==> src/reliable_multicast_ack_tracker_assert.svh <==
// ----------------------------------------------------------------------------
// assertion macros for the multicast acknowledgment tracker
// clocked on clk_i, disabled while rst_ni is low
// ----------------------------------------------------------------------------
`ifndef RELIABLE_MULTICAST_ACK_TRACKER_ASSERT_SVH
`define RELIABLE_MULTICAST_ACK_TRACKER_ASSERT_SVH

// same-cycle implication
`define RMAT_ASSERT_IMPL(lbl, ante, cons) \
  lbl: assert property (@(posedge clk_i) disable iff (!rst_ni) (ante) |-> (cons)) \
    else $error("rmat assertion failed");

// next-cycle implication
`define RMAT_ASSERT_NEXT(lbl, ante, cons) \
  lbl: assert property (@(posedge clk_i) disable iff (!rst_ni) (ante) |=> (cons)) \
    else $error("rmat assertion failed");

`endif

==> src/rmat_pkg.sv <==
// ----------------------------------------------------------------------------
// rmat_pkg
// shared types and codes of the multicast acknowledgment tracker
// ----------------------------------------------------------------------------
`default_nettype none

package rmat_pkg;

  localparam int unsigned MAX_DESTS = 16;
  localparam int unsigned MAX_PARTS = 256;
  localparam int unsigned SLOT_W    = 4;
  localparam int unsigned ID_W      = 16;
  localparam int unsigned LEN_W     = 16;
  localparam int unsigned CNT_W     = 9;
  localparam int unsigned DC_W      = 5;

  // commands
  localparam logic [1:0] CMD_LOAD  = 2'd0;
  localparam logic [1:0] CMD_ACK   = 2'd1;
  localparam logic [1:0] CMD_QUERY = 2'd2;
  localparam logic [1:0] CMD_NOP   = 2'd3;

  // result status
  localparam logic [2:0] ST_OK      = 3'd0;
  localparam logic [2:0] ST_INVALID = 3'd1;
  localparam logic [2:0] ST_IGNORED = 3'd2;
  localparam logic [2:0] ST_NOTHING = 3'd3;
  localparam logic [2:0] ST_TOOLONG = 3'd4;

  // configuration register indexes
  localparam logic [1:0] REG_DEST_COUNT  = 2'd0;
  localparam logic [1:0] REG_PAYLOAD_LEN = 2'd1;
  localparam logic [1:0] REG_LINK_MAX    = 2'd2;

  // derived message geometry
  typedef struct packed {
    logic             ok;
    logic [CNT_W-1:0] count;
    logic [LEN_W-1:0] size;
    logic [LEN_W-1:0] last;
  } geom_t;

endpackage

`default_nettype wire

==> src/rmat_geom.sv <==
// ----------------------------------------------------------------------------
// rmat_geom
// part size and part count from the configuration, bit-serial divider
// ----------------------------------------------------------------------------
`default_nettype none

module rmat_geom #(
  parameter int unsigned OUTER_HEADER_BYTES = 16,
  parameter int unsigned INNER_HEADER_BYTES = 8
) (
  input  wire logic                        clk_i,
  input  wire logic                        rst_ni,
  input  wire logic                        start_i,
  input  wire logic [rmat_pkg::DC_W-1:0]   dest_count_i,
  input  wire logic [rmat_pkg::LEN_W-1:0]  payload_i,
  input  wire logic [rmat_pkg::LEN_W-1:0]  link_max_i,
  output logic                             busy_o,
  output rmat_pkg::geom_t                  geom_o
);

  localparam int unsigned LW = rmat_pkg::LEN_W;
  localparam logic [LW:0] HDR = (LW+1)'(OUTER_HEADER_BYTES + INNER_HEADER_BYTES);
  localparam logic [LW:0] PARTS_MAX = (LW+1)'(rmat_pkg::MAX_PARTS);

  logic          pend_q, busy_q;
  logic [4:0]    cnt_q;
  logic [LW:0]   rem_q;
  logic [LW-1:0] quo_q;

  logic [LW:0]   overhead;
  logic          dc_ok, ov_ok;
  logic [LW-1:0] ps;
  logic [LW:0]   rem_sh;
  logic          ge;
  logic [LW:0]   pc_raw, pc;
  rmat_pkg::geom_t geom_d;

  assign overhead = HDR + {(LW-rmat_pkg::DC_W)'(0), dest_count_i, 1'b0};
  assign dc_ok    = (dest_count_i != '0) &&
                    ({1'b0, dest_count_i} <= (rmat_pkg::DC_W+1)'(rmat_pkg::MAX_DESTS));
  assign ov_ok    = overhead < {1'b0, link_max_i};
  assign ps       = link_max_i - overhead[LW-1:0];
  assign rem_sh   = {rem_q[LW-1:0], quo_q[LW-1]};
  assign ge       = rem_sh >= {1'b0, ps};
  assign pc_raw   = {1'b0, quo_q} + (LW+1)'(rem_q != '0);
  // an empty payload still makes one part
  assign pc       = (pc_raw == '0) ? (LW+1)'(1) : pc_raw;

  always_comb begin
    geom_d.ok    = dc_ok && ov_ok && (pc <= PARTS_MAX);
    geom_d.count = geom_d.ok ? pc[rmat_pkg::CNT_W-1:0] : '0;
    geom_d.size  = ps;
    if (pc == (LW+1)'(1)) begin
      geom_d.last = payload_i;
    end else if (rem_q == '0) begin
      geom_d.last = ps;
    end else begin
      geom_d.last = rem_q[LW-1:0];
    end
  end

  // a write marks the result stale; the run starts once the register holds it
  always_ff @(posedge clk_i or negedge rst_ni) begin
    if (!rst_ni) begin
      pend_q <= 1'b1;
      busy_q <= 1'b0;
      cnt_q  <= '0;
      geom_o <= '0;
    end else begin
      if (start_i) begin
        pend_q <= 1'b1;
        busy_q <= 1'b0;
      end else if (pend_q) begin
        pend_q <= 1'b0;
        busy_q <= dc_ok && ov_ok;
        cnt_q  <= 5'(LW);
        if (!(dc_ok && ov_ok)) begin
          geom_o <= '0;
        end
      end else if (busy_q) begin
        if (cnt_q == '0) begin
          busy_q <= 1'b0;
          geom_o <= geom_d;
        end else begin
          cnt_q <= cnt_q - 5'd1;
        end
      end
    end
  end

  // dividend shifts out while the quotient shifts in
  always_ff @(posedge clk_i) begin
    if (pend_q) begin
      rem_q <= '0;
      quo_q <= payload_i;
    end else if (busy_q && cnt_q != '0) begin
      rem_q <= ge ? (rem_sh - {1'b0, ps}) : rem_sh;
      quo_q <= {quo_q[LW-2:0], ge};
    end
  end

  assign busy_o = pend_q || busy_q || start_i;

endmodule

`default_nettype wire

==> config.mk <==
export PLATFORM = sky130hd
export DESIGN_NAME = rmat_geom
export DESIGN_NICKNAME = d
export VERILOG_FILES = /design/src/reliable_multicast_ack_tracker_assert.svh /design/src/rmat_pkg.sv /design/src/rmat_geom.sv
export SDC_FILE = /design/constraint.sdc
export NUM_CORES = 1
export LEC_CHECK = 0
export BUFFER_PORTS_ARGS = -buffer_cell sky130_fd_sc_hd__buf_4
export CORE_ASPECT_RATIO = 2
export CORE_MARGIN = 4
export CORE_UTILIZATION = 30
export CTS_CLUSTER_SIZE = 30
export DETAILED_ROUTE_END_ITERATION = 6
export GPL_TIMING_DRIVEN = 0
export PLACE_DENSITY_LB_ADDON = 0.15
export SLEW_MARGIN = 25
export SYNTH_ARGS = -nofsm -noshare
export SYNTH_HDL_FRONTEND = slang
export SYNTH_SLANG_ARGS = --single-unit
export TNS_END_PERCENT = 1
==> constraint.sdc <==
create_clock -name clk_i -period 3.13 [get_ports clk_i]
set_input_delay 0.626 -clock clk_i [delete_from_list [all_inputs] [get_ports clk_i]]
set_output_delay 0.626 -clock clk_i [all_outputs]
set_load 0.02 [all_outputs]
# ---- After elaboration in Yosys (flattened, before gate mapping)
# Cells that the tools add are included.
dict set report word_totals {
  regBits 82
  in_bits 40
  output_inout_bits 43
  elab_cells 58
}
dict set report classes {
  addsub 5
  n_lt_le_gt_ge 4
  n_eq_ne 3
  muxes 19
  bitwise_logic 1
  reduce_logical 17
}
# cell n
set op_table {}
lappend op_table {{42-bit 2-to-1 mux} 4}
lappend op_table {{16-bit 2-to-1 mux} 4}
lappend op_table {{17-bit zero test} 2}
lappend op_table {{17-bit 2-to-1 mux} 2}
lappend op_table {{16-bit by 1-bit adder with 17-bit output} 1}
lappend op_table {{17-bit by 1-bit == test with 1-bit output (second input constant)} 1}
lappend op_table {{17-bit by 16-bit greater-or-equal comparator with 1-bit output} 1}
lappend op_table {{17-bit by 9-bit less-or-equal comparator with 1-bit output (second input constant)} 1}
lappend op_table {{17-bit nonzero test} 1}
lappend op_table {{17-bit by 16-bit subtractor with 17-bit output} 1}
lappend op_table {{7-bit by 16-bit < comparator with 1-bit output} 1}
lappend op_table {{16-bit by 7-bit subtractor with 16-bit output} 1}
lappend op_table {{5-bit 2-to-1 mux} 3}
lappend op_table {{5-bit nonzero test} 2}
lappend op_table {{9-bit 2-to-1 mux} 1}
lappend op_table {{5-bit by 6-bit adder with 7-bit output (first input constant)} 1}
lappend op_table {{2-bit nonzero test} 3}
lappend op_table {{5-bit less-or-equal comparator (second input constant)} 1}
lappend op_table {{5-bit zero test} 1}
lappend op_table {{1-bit 2-to-1 mux} 5}
lappend op_table {{5-bit by 1-bit subtractor with 5-bit output (second input constant)} 1}
lappend op_table {{1-bit logical AND} 4}
lappend op_table {{2-bit inequality test (second input constant)} 2}
lappend op_table {{4-bit AND reduction} 1}
lappend op_table {{3 further kinds} 4}

# ---- Longest topological paths before layout
# Gate-level depths: netlist of the first run.
dict set report depth {
  depth_word 10
  depth_mapped 21
  mapped_depth_nobuf 18
}

# ---- Worst setup path after synthesis of the first run
# No wires, ideal clock.
dict set report synth_timing {
  path_type {input to register}
  start {input dest_count_i[2] (netlist name)}
  end {register rem_q[14]}
  setup_time_ns 0.137
  arrival_time_ns 4.160
  t_required_ns 2.993
  setup_slack_ns -1.168
  path_stages 19
  path_buffers 3
  path_cell_list {inv_1 > ha_1 > xor2_1 > ha_1 > clkbuf_1 > nand3_1 > o221ai_1 > nor4b_1 > xnor2_1 > ha_1 > nand3_1 > nor3_1 > a211o_1 > or2_1 > nor3_1 > buf_4 > buf_2 > mux2i_1 > a211oi_1}
}
dict set report synth_between {
  elab_chain_len 4
  word_cells_on_any_way 5
  classes_between {3 x add/sub; 1 x order compare; 1 x mux}
}
# element line
set synth_lines {}
lappend synth_lines {{start, declared} rmat_geom.sv:14} ;# input wire logic [rmat_pkg::DC_W-1:0] dest_count_i,
lappend synth_lines {{5-bit by 6-bit adder with 7-bit output *} rmat_geom.sv:38} ;# assign overhead = HDR + {(LW-rmat_pkg::DC_W)'(0), dest_count_i, 1'b0};
lappend synth_lines {{16-bit by 7-bit subtractor with 16-bit output *} rmat_geom.sv:42} ;# assign ps = link_max_i - overhead[LW-1:0];
lappend synth_lines {{17-bit by 16-bit subtractor with 17-bit output or 17-bit by 16-bit greater-or-equal comparator with 1-bit output (tied branches)} {rmat_geom.sv:97, rmat_geom.sv:44}}
lappend synth_lines {{17-bit 2-to-1 mux *} rmat_geom.sv:97} ;# rem_q <= ge ? (rem_sh - {1'b0, ps}) : rem_sh;
lappend synth_lines {{end signal, assigned} rmat_geom.sv:97}
lappend synth_lines {{end, declared} rmat_geom.sv:27} ;# logic [LW:0] rem_q;
# Mark *: on every way between the ends. The rest lies on a longest branch, timed or not.
# A chain may end at the register's enable or synchronous reset.

# ---- Worst setup path after layout of the first run
dict set report layout_timing {
  start {input link_max_i[1] (netlist name)}
  end {register rem_q[5]}
}
dict set report layout_between {
  elab_chain_len 3
  word_cells_on_any_way 4
  classes_between {2 x add/sub; 1 x order compare; 1 x mux}
}
# element line
set layout_lines {}
lappend layout_lines {{start, declared} rmat_geom.sv:16} ;# input wire logic [rmat_pkg::LEN_W-1:0] link_max_i,
lappend layout_lines {{16-bit by 7-bit subtractor with 16-bit output *} rmat_geom.sv:42}
lappend layout_lines {{17-bit by 16-bit subtractor with 17-bit output or 17-bit by 16-bit greater-or-equal comparator with 1-bit output (tied branches)} {rmat_geom.sv:97, rmat_geom.sv:44}}
lappend layout_lines {{17-bit 2-to-1 mux *} rmat_geom.sv:97}
# Marked as above.

==> out/results.txt, run 1 <==
Status -> finished with violations
Failing checks -> setup timing
Hold Violations, Final -> 0
Worst Hold Class -> input port to async pin
GRT Resource Usage Total -> 20.5%
Setup ws final -> -0.786 ns
Cells on worst reg2reg path -> 13
H-Tree Depth -> 3
Root Driver -> clkbuf_16
Reg2reg end -> geom_o[41]
Antenna diode count -> 0
Worst hold slack -> 0.310 ns
Starting density of the core -> 30.8%
Largest net degree at the start of global routing -> 50
Routed vias -> 4952
Pleak -> 3.27 nW
Iter 0 DRT Violations -> 283
CP Max Fanout -> 6
Vias in the first global route -> 5320
Total wire length -> 20300 um
Syn nets -> 628
Pwr per Cell Area -> 571 nW/um^2
Crit path kind -> input port to register
Clock transition at path regs -> 0.07 ns
Drt via density -> 5.44
#FFs+latches synth -> 82
GRT met2 Usage -> 40.6%
Post-Place Cell Area -> 6380 um^2
IO Pins -> 83
Worst R2R Start -> rem_q[6]
Final setup fails -> 44
Worst-Margin Slew -> 0.869 ns
Worst IR Drop VDD -> 0.000274 V
RSZ-0062 raised after global routing -> true
Row count -> 68
Clk_lat worst skew -> 0.34 ns
Port-buffer cells -> 82
Crit-path max cell delay -> 0.43 ns
Crit-path slowest cell -> nor4b_4
Max Clock Skew -> 0.00769 ns
Async SR Flop Fraction -> 59.8%
Synth area leaders -> dfrtp_1 22%, edfxtp_1 9.0%, ha_1 6.6%, dfxtp_1 6.4%, o2bb2ai_1 4.6%
Worst path required time -> 3.33 ns
Busiest grt layer -> met2
Max-cap violations -> 0
Clock buffer depth -> 2
TritonCTS Buffers -> 9
Worst slew margin -> 41.9%
Post-synthesis cell type count -> 71
Top FF cell, synth -> dfrtp_1
Tmin final -> 3.92 ns
Synthesized netlist cell count -> 558
DR DRC count -> 0
Synthesized cell area -> 5340 um^2
Gpl congestion -> 0.899
Core Footprint -> 17400 um^2
CP Launch Type -> input port
Final instance area -> 7580 um^2
Die width -> 102 um
CP Capture Type -> register
Layout cell share with drive strength beyond 1 -> 36.7%
Initial antenna violation count -> 0
Hpwl dp -> 15200 um
Die H -> 197 um
Post-synth EDFFs -> 16
Post-synthesis average cell area -> 9.57 um^2
Slew Limit Fails -> 0
CTS tree -> yes
Fin crit share -> 125%
Layout area overhead -> 41.9%
Grt met1 use -> 18.1%
Clock sink count -> 82
Final design utilization -> 43.7%
M3 GR Usage -> 2.05%
Post-synthesis sequential area ratio -> 38.3%
CP Capture Point -> rem_q[5]
Antenna-violating nets left -> 0
Grt total ovfl -> 0
R2R Setup Slk -> -0.48 ns
Nets -> 766
Crit-path cells -> buf_4 -> inv_4 -> ha_4 -> inv_1 -> fa_2 -> a21oi_4 -> o221ai_4 -> nor4b_4 -> xnor2_4 -> ha_4 -> nand3_4 -> nor3_2 -> a211o_1 -> or2_1 -> nor3_2 -> buf_4 -> buf_12 -> mux2i_4 -> a211oi_2
Synth warnings -> 0
Most frequent cell after synthesis -> dfrtp_1
First-pass detailed-route iteration total -> 4
Post-synth top area cell -> dfrtp_1
Global-route wire length before repair -> 30600 um
Fmax -> 255 MHz
Top-area cell type share of the netlist area -> 22.5%
Die Area -> 20100 um^2
Synth cell count leaders -> 48 x dfrtp_1, 44 x nor2_1, 32 x nand2_1
Crit path DAT -> 4.11 ns
Wire per inst -> 22.3 um
Crit. Startpoint -> link_max_i[1]
[logic make-up (layout without fill, tap and decap cells)]
logic type	count (synthesis)	in the layout	synth area share, %
AND/OR/NAND/NOR	166	166	15.8
AO/OA/AOI/OAI	155	155	21.5
flip-flops	82	82	38.3
buffers and inverters	54	197	4.24
multiplexers	37	37	7.26
XOR/XNOR	34	34	5.57
adder cells (fa/ha/maj)	30	30	7.31
[layer usage]
layer | routed length [um] | share of wire (%) | up-vias
met5 | 0 | 0 | -
met2 | 11700 | 58 | 102
li1 | - | - | 2367
met4 | 1600 | 7.9 | 0
met3 | 436 | 2.1 | 49
met1 | 6570 | 32 | 2434
[critical path, delay by kind of cell]
kind | cells | cell delay (ns)
compound gates | 4 | 0.74
fa+ha+maj | 3 | 0.81
buf+inv | 5 | 0.55
xor+xnor | 1 | 0.23
mux | 1 | 0.22
simple gates | 5 | 0.92
[layout by cell type, fill, tap and decap left out, drive strengths merged, types with 10 or more instances in the layout]
master / n
a211oi: 15
nor2: 44
nor3: 22
nand2: 33
nand3: 17
o2bb2ai: 29
mux2: 14
a21oi: 26
clkbuf: 30
mux2i: 23
inv: 29
xor2: 12
xnor2: 22
dfrtp: 48
ha: 28
and3: 10
o21ai: 20
buf: 135
edfxtp: 16
dfxtp: 17
[state kept, by name, summed over array words and instances (netlist names)]
| signal | count |
|---|---|
| busy_q | 1 |
| cnt_q | 5 |
| geom_o | 42 |
| pend_q | 1 |
| quo_q | 16 |
| rem_q | 17 |
[timing repair]
item | 4_1_cts | 5_1_grt
gates resized for setup | 65 | 33
buffers inserted | 34 | 11
cloned | 0 | 0
endpoints found under the setup margin | 60 | 60
pin swaps | 36 | 26
hold buffers | 0 | 0
[worst min-delay path by stage]
stage | startpoint | endpoint | slack, ns
detailed placement | geom_o[41] | geom_o[41] | 0.47
global route | rst_ni | geom_o[35] | 0.35
finish | rst_ni | geom_o[35] | 0.31
floorplan | rst_ni | busy_q | 0.33
global placement | geom_o[41] | geom_o[41] | 0.47
CTS | rst_ni | geom_o[37] | 0.33
[stage by stage]
| stage | setup TNS, ns | setup slack [ns] | power, W | cells |
|---|---|---|---|---|
| 6_report | -23.42 | -0.786 | 0.00433 | 911 |
| 5_1_grt | -30.19 | -0.922 | 0.00455 | 911 |
| 4_1_cts | -26.66 | -0.861 | 0.00425 | 900 |
| 3_5_place_dp | -79.56 | -1.94 | 0.00283 | 850 |
| 3_3_place_gp | -77.14 | -1.87 | 0.00280 | 850 |
| 2_1_floorplan | -13.11 | -0.773 | 0.00234 | 558 |
[layout make-up]
type                       instances  area (um^2)
inverter                          29          136
tap                              210          263
clock buffer                      13          293
multi-input combinational        422         3650
timing repair buffer             127         1000
clock inverter                     3         42.5
fill                            1739         9780
sequential                        82         2050
buffer                            25          146
[power by group]
group	leakage [nW]	switching (W)	internal (W)
Sequential	0.970	0.000161	0.00123
Clock	0.162	0.000449	0.000737
Combinational	2.14	0.000960	0.000795
Power figures use the tool's default switching activity.
==> run 2: changes to the inputs <==
--- a/config.mk
+++ b/config.mk
@@ -8,11 +8,12 @@
 export BUFFER_PORTS_ARGS = -buffer_cell sky130_fd_sc_hd__buf_4
 export CORE_ASPECT_RATIO = 2
 export CORE_MARGIN = 4
-export CORE_UTILIZATION = 30
+export CORE_UTILIZATION = 50
 export CTS_CLUSTER_SIZE = 30
 export DETAILED_ROUTE_END_ITERATION = 6
 export GPL_TIMING_DRIVEN = 0
 export PLACE_DENSITY_LB_ADDON = 0.15
+export SETUP_SLACK_MARGIN = 0.2
 export SLEW_MARGIN = 25
 export SYNTH_ARGS = -nofsm -noshare
 export SYNTH_HDL_FRONTEND = slang
==> run 2 against run 1 <==
The run still ends with setup timing left. Sequential share of layout area grew 0.73 points. First-iteration DRC count shrank 31%. Core utilization grew 27 points. Non-clock buffer count shrank 6. Critical endpoint is now rem_q[11]. Highest routed layer unchanged.
==> out/results.txt, run 2 (synthesized netlist as in run 1, its figures left out) <==
Hpwl dp -> 13300 um
Worst path required time -> 3.36 ns
Core Footprint -> 10500 um^2
Switching Share -> 37.8%
First-pass detailed-route iteration total -> 5
Vias in the first global route -> 5533
RSZ-0062 raised after global routing -> true
Port-buffer cells -> 82
Pwr per Cell Area -> 556 nW/um^2
Clock sink count -> 82
Hold Violations, Final -> 0
Starting density of the core -> 51.0%
Grt total ovfl -> 0
Layout cell share with drive strength beyond 1 -> 36.7%
Tmin final -> 3.96 ns
Max-cap violations -> 0
Root Driver -> clkbuf_16
Slew Limit Fails -> 0
CP Capture Type -> register
Row count -> 53
Crit path kind -> input port to register
IO Pins -> 83
Worst hold slack -> 0.298 ns
Final setup fails -> 44
Antenna diode count -> 0
Clock buffer depth -> 2
Clock power frac -> 23.6%
GRT Resource Usage Total -> 31.5%
R2R Setup Slk -> -0.34 ns
Net switching power -> 0.00156 W
Gpl congestion -> 0.952
Largest register FFs -> 42
Total power draw -> 0.00413 W
Wire per inst -> 22.7 um
Max Clock Skew -> 0.00742 ns
Drt via density -> 6.24
Logic gate share of total power -> 42.6%
Global-route wire length before repair -> 29400 um
Crit path DAT -> 4.19 ns
Sequential power share -> 33.9%
Iter 0 DRT Violations -> 194
Total wire length -> 18900 um
Fin crit share -> 127%
Worst R2R Start -> rem_q[4]
Largest registers -> geom_o: 42 flops, rem_q: 17 flops, quo_q: 16 flops
Pleak -> 3.21 nW
CP Capture Point -> rem_q[11]
Fmax -> 253 MHz
Routed vias -> 5195
Die Area -> 12500 um^2
Clock transition at path regs -> 0.06 ns
Worst-Margin Slew -> 0.768 ns
CP Max Fanout -> 7
Die H -> 154 um
CTS tree -> yes
Clk_lat worst skew -> 0.34 ns
Crit. Startpoint -> dest_count_i[2]
Reg2reg end -> geom_o[6]
Hold Buf Count CTS -> 0
Largest net degree at the start of global routing -> 50
DR DRC count -> 0
Worst IR Drop VDD -> 0.000352 V
Status -> finished with violations
Initial antenna violation count -> 0
Commonest non-fill, non-tap cells in the layout -> 114 x buf_4, 48 x dfrtp_1, 41 x nor2_1
TritonCTS Buffers -> 9
Failing checks -> setup timing
Commonest non-fill, non-tap cell in the layout -> buf_4
H-Tree Depth -> 3
Layout area overhead -> 39.0%
Biggest register -> geom_o
Setup TNS -> -19.58 ns
Worst slew margin -> 48.7%
Nets -> 760
CP Launch Type -> input port
Die width -> 81.1 um
Setup ws final -> -0.830 ns
Cells on worst reg2reg path -> 14
Power Internal -> 0.00257 W
Worst Hold Class -> input port to async pin
Antenna-violating nets left -> 0
-- run 2: cell types whose count changed in the layout (fill, tap and decap cells not counted), sizes merged --
cell	change
buf	-3
bufinv	-1
clkbuf	-6
clkinv	+2
clkinvlp	+1
inv	+1
-- run 2: metrics by stage --
stage | cells | area, um^2 | util [%] | setup slack (ns)
after floorplan | 558 | 5500 | - | -0.773
after global placement | 777 | 6290 | 60.0 | -1.62
after detailed placement | 777 | 6290 | 60.0 | -1.73
after CTS | 827 | 7320 | 69.9 | -0.797
after global routing | 832 | 7420 | 70.9 | -0.951
final | 832 | 7420 | 70.9 | -0.830
-- run 2: final cells by class --
| type | count | area [um^2] |
|---|---|---|
| well taps | 137 | 171 |
| clock buffers | 10 | 229 |
| repair buffers | 121 | 967 |
| fillers | 794 | 3050 |
| inverters | 29 | 139 |
| plain buffers | 25 | 169 |
| clock inverters | 6 | 42.5 |
| flip-flops and latches | 82 | 2060 |
| multi-input cells | 422 | 3640 |
-- run 2: worst min path at each step --
stage                     startpoint         end  slack (ns)  depth (start not counted)
after floorplan               rst_ni      busy_q        0.33                          0
after global placement    geom_o[41]  geom_o[41]        0.47                          1
after detailed placement  geom_o[41]  geom_o[41]        0.47                          1
after CTS                     rst_ni  geom_o[40]        0.33                          1
after global routing          rst_ni  geom_o[40]        0.35                          1
final                         rst_ni  geom_o[40]        0.30                          1
-- run 2: power groups by stage --
stage,Clock [W],Combinational (W),Sequential [W]
after floorplan,0,0.000957,0.00139
after global placement,0,0.00137,0.00138
after detailed placement,0,0.00140,0.00139
after CTS,0.000972,0.00168,0.00138
after global routing,0.00101,0.00190,0.00141
final,0.000972,0.00176,0.00140
-- run 2: repair_timing --
item | CTS | global route
resized for setup | 95 | 27
cloned | 1 | 0
endpoints found under the hold margin | 0 | 0
buffers inserted | 33 | 5
setup endpoints to repair | 60 | 60
pin swaps | 41 | 21
-- run 2: per-layer routing --
metal	global-route usage, %	vias up	part of all wire (%)
met5	0	-	0
met1	29.0	2537	32
met4	27.9	0	11
met2	56.7	216	53
li1	-	2352	-
met3	4.43	90	4.3
-- run 2: worst max-delay path, cell delays in order --
cell and delay [ns]:
buf_8 0.09, inv_8 0.03, ha_4 0.14, xor2_1 0.15, ha_1 0.31, buf_8 0.15, nor2_2 0.09, o21ai_2 0.08
o21ai_4 0.11, nand4_1 0.28, xnor2_4 0.34, inv_2 0.07, ha_4 0.31, nand3_4 0.08, nor3_2 0.21, a211o_1 0.17
or2_1 0.15, nor3_2 0.06, buf_6 0.15, buf_4 0.14, buf_16 0.13, o311a_1 0.33
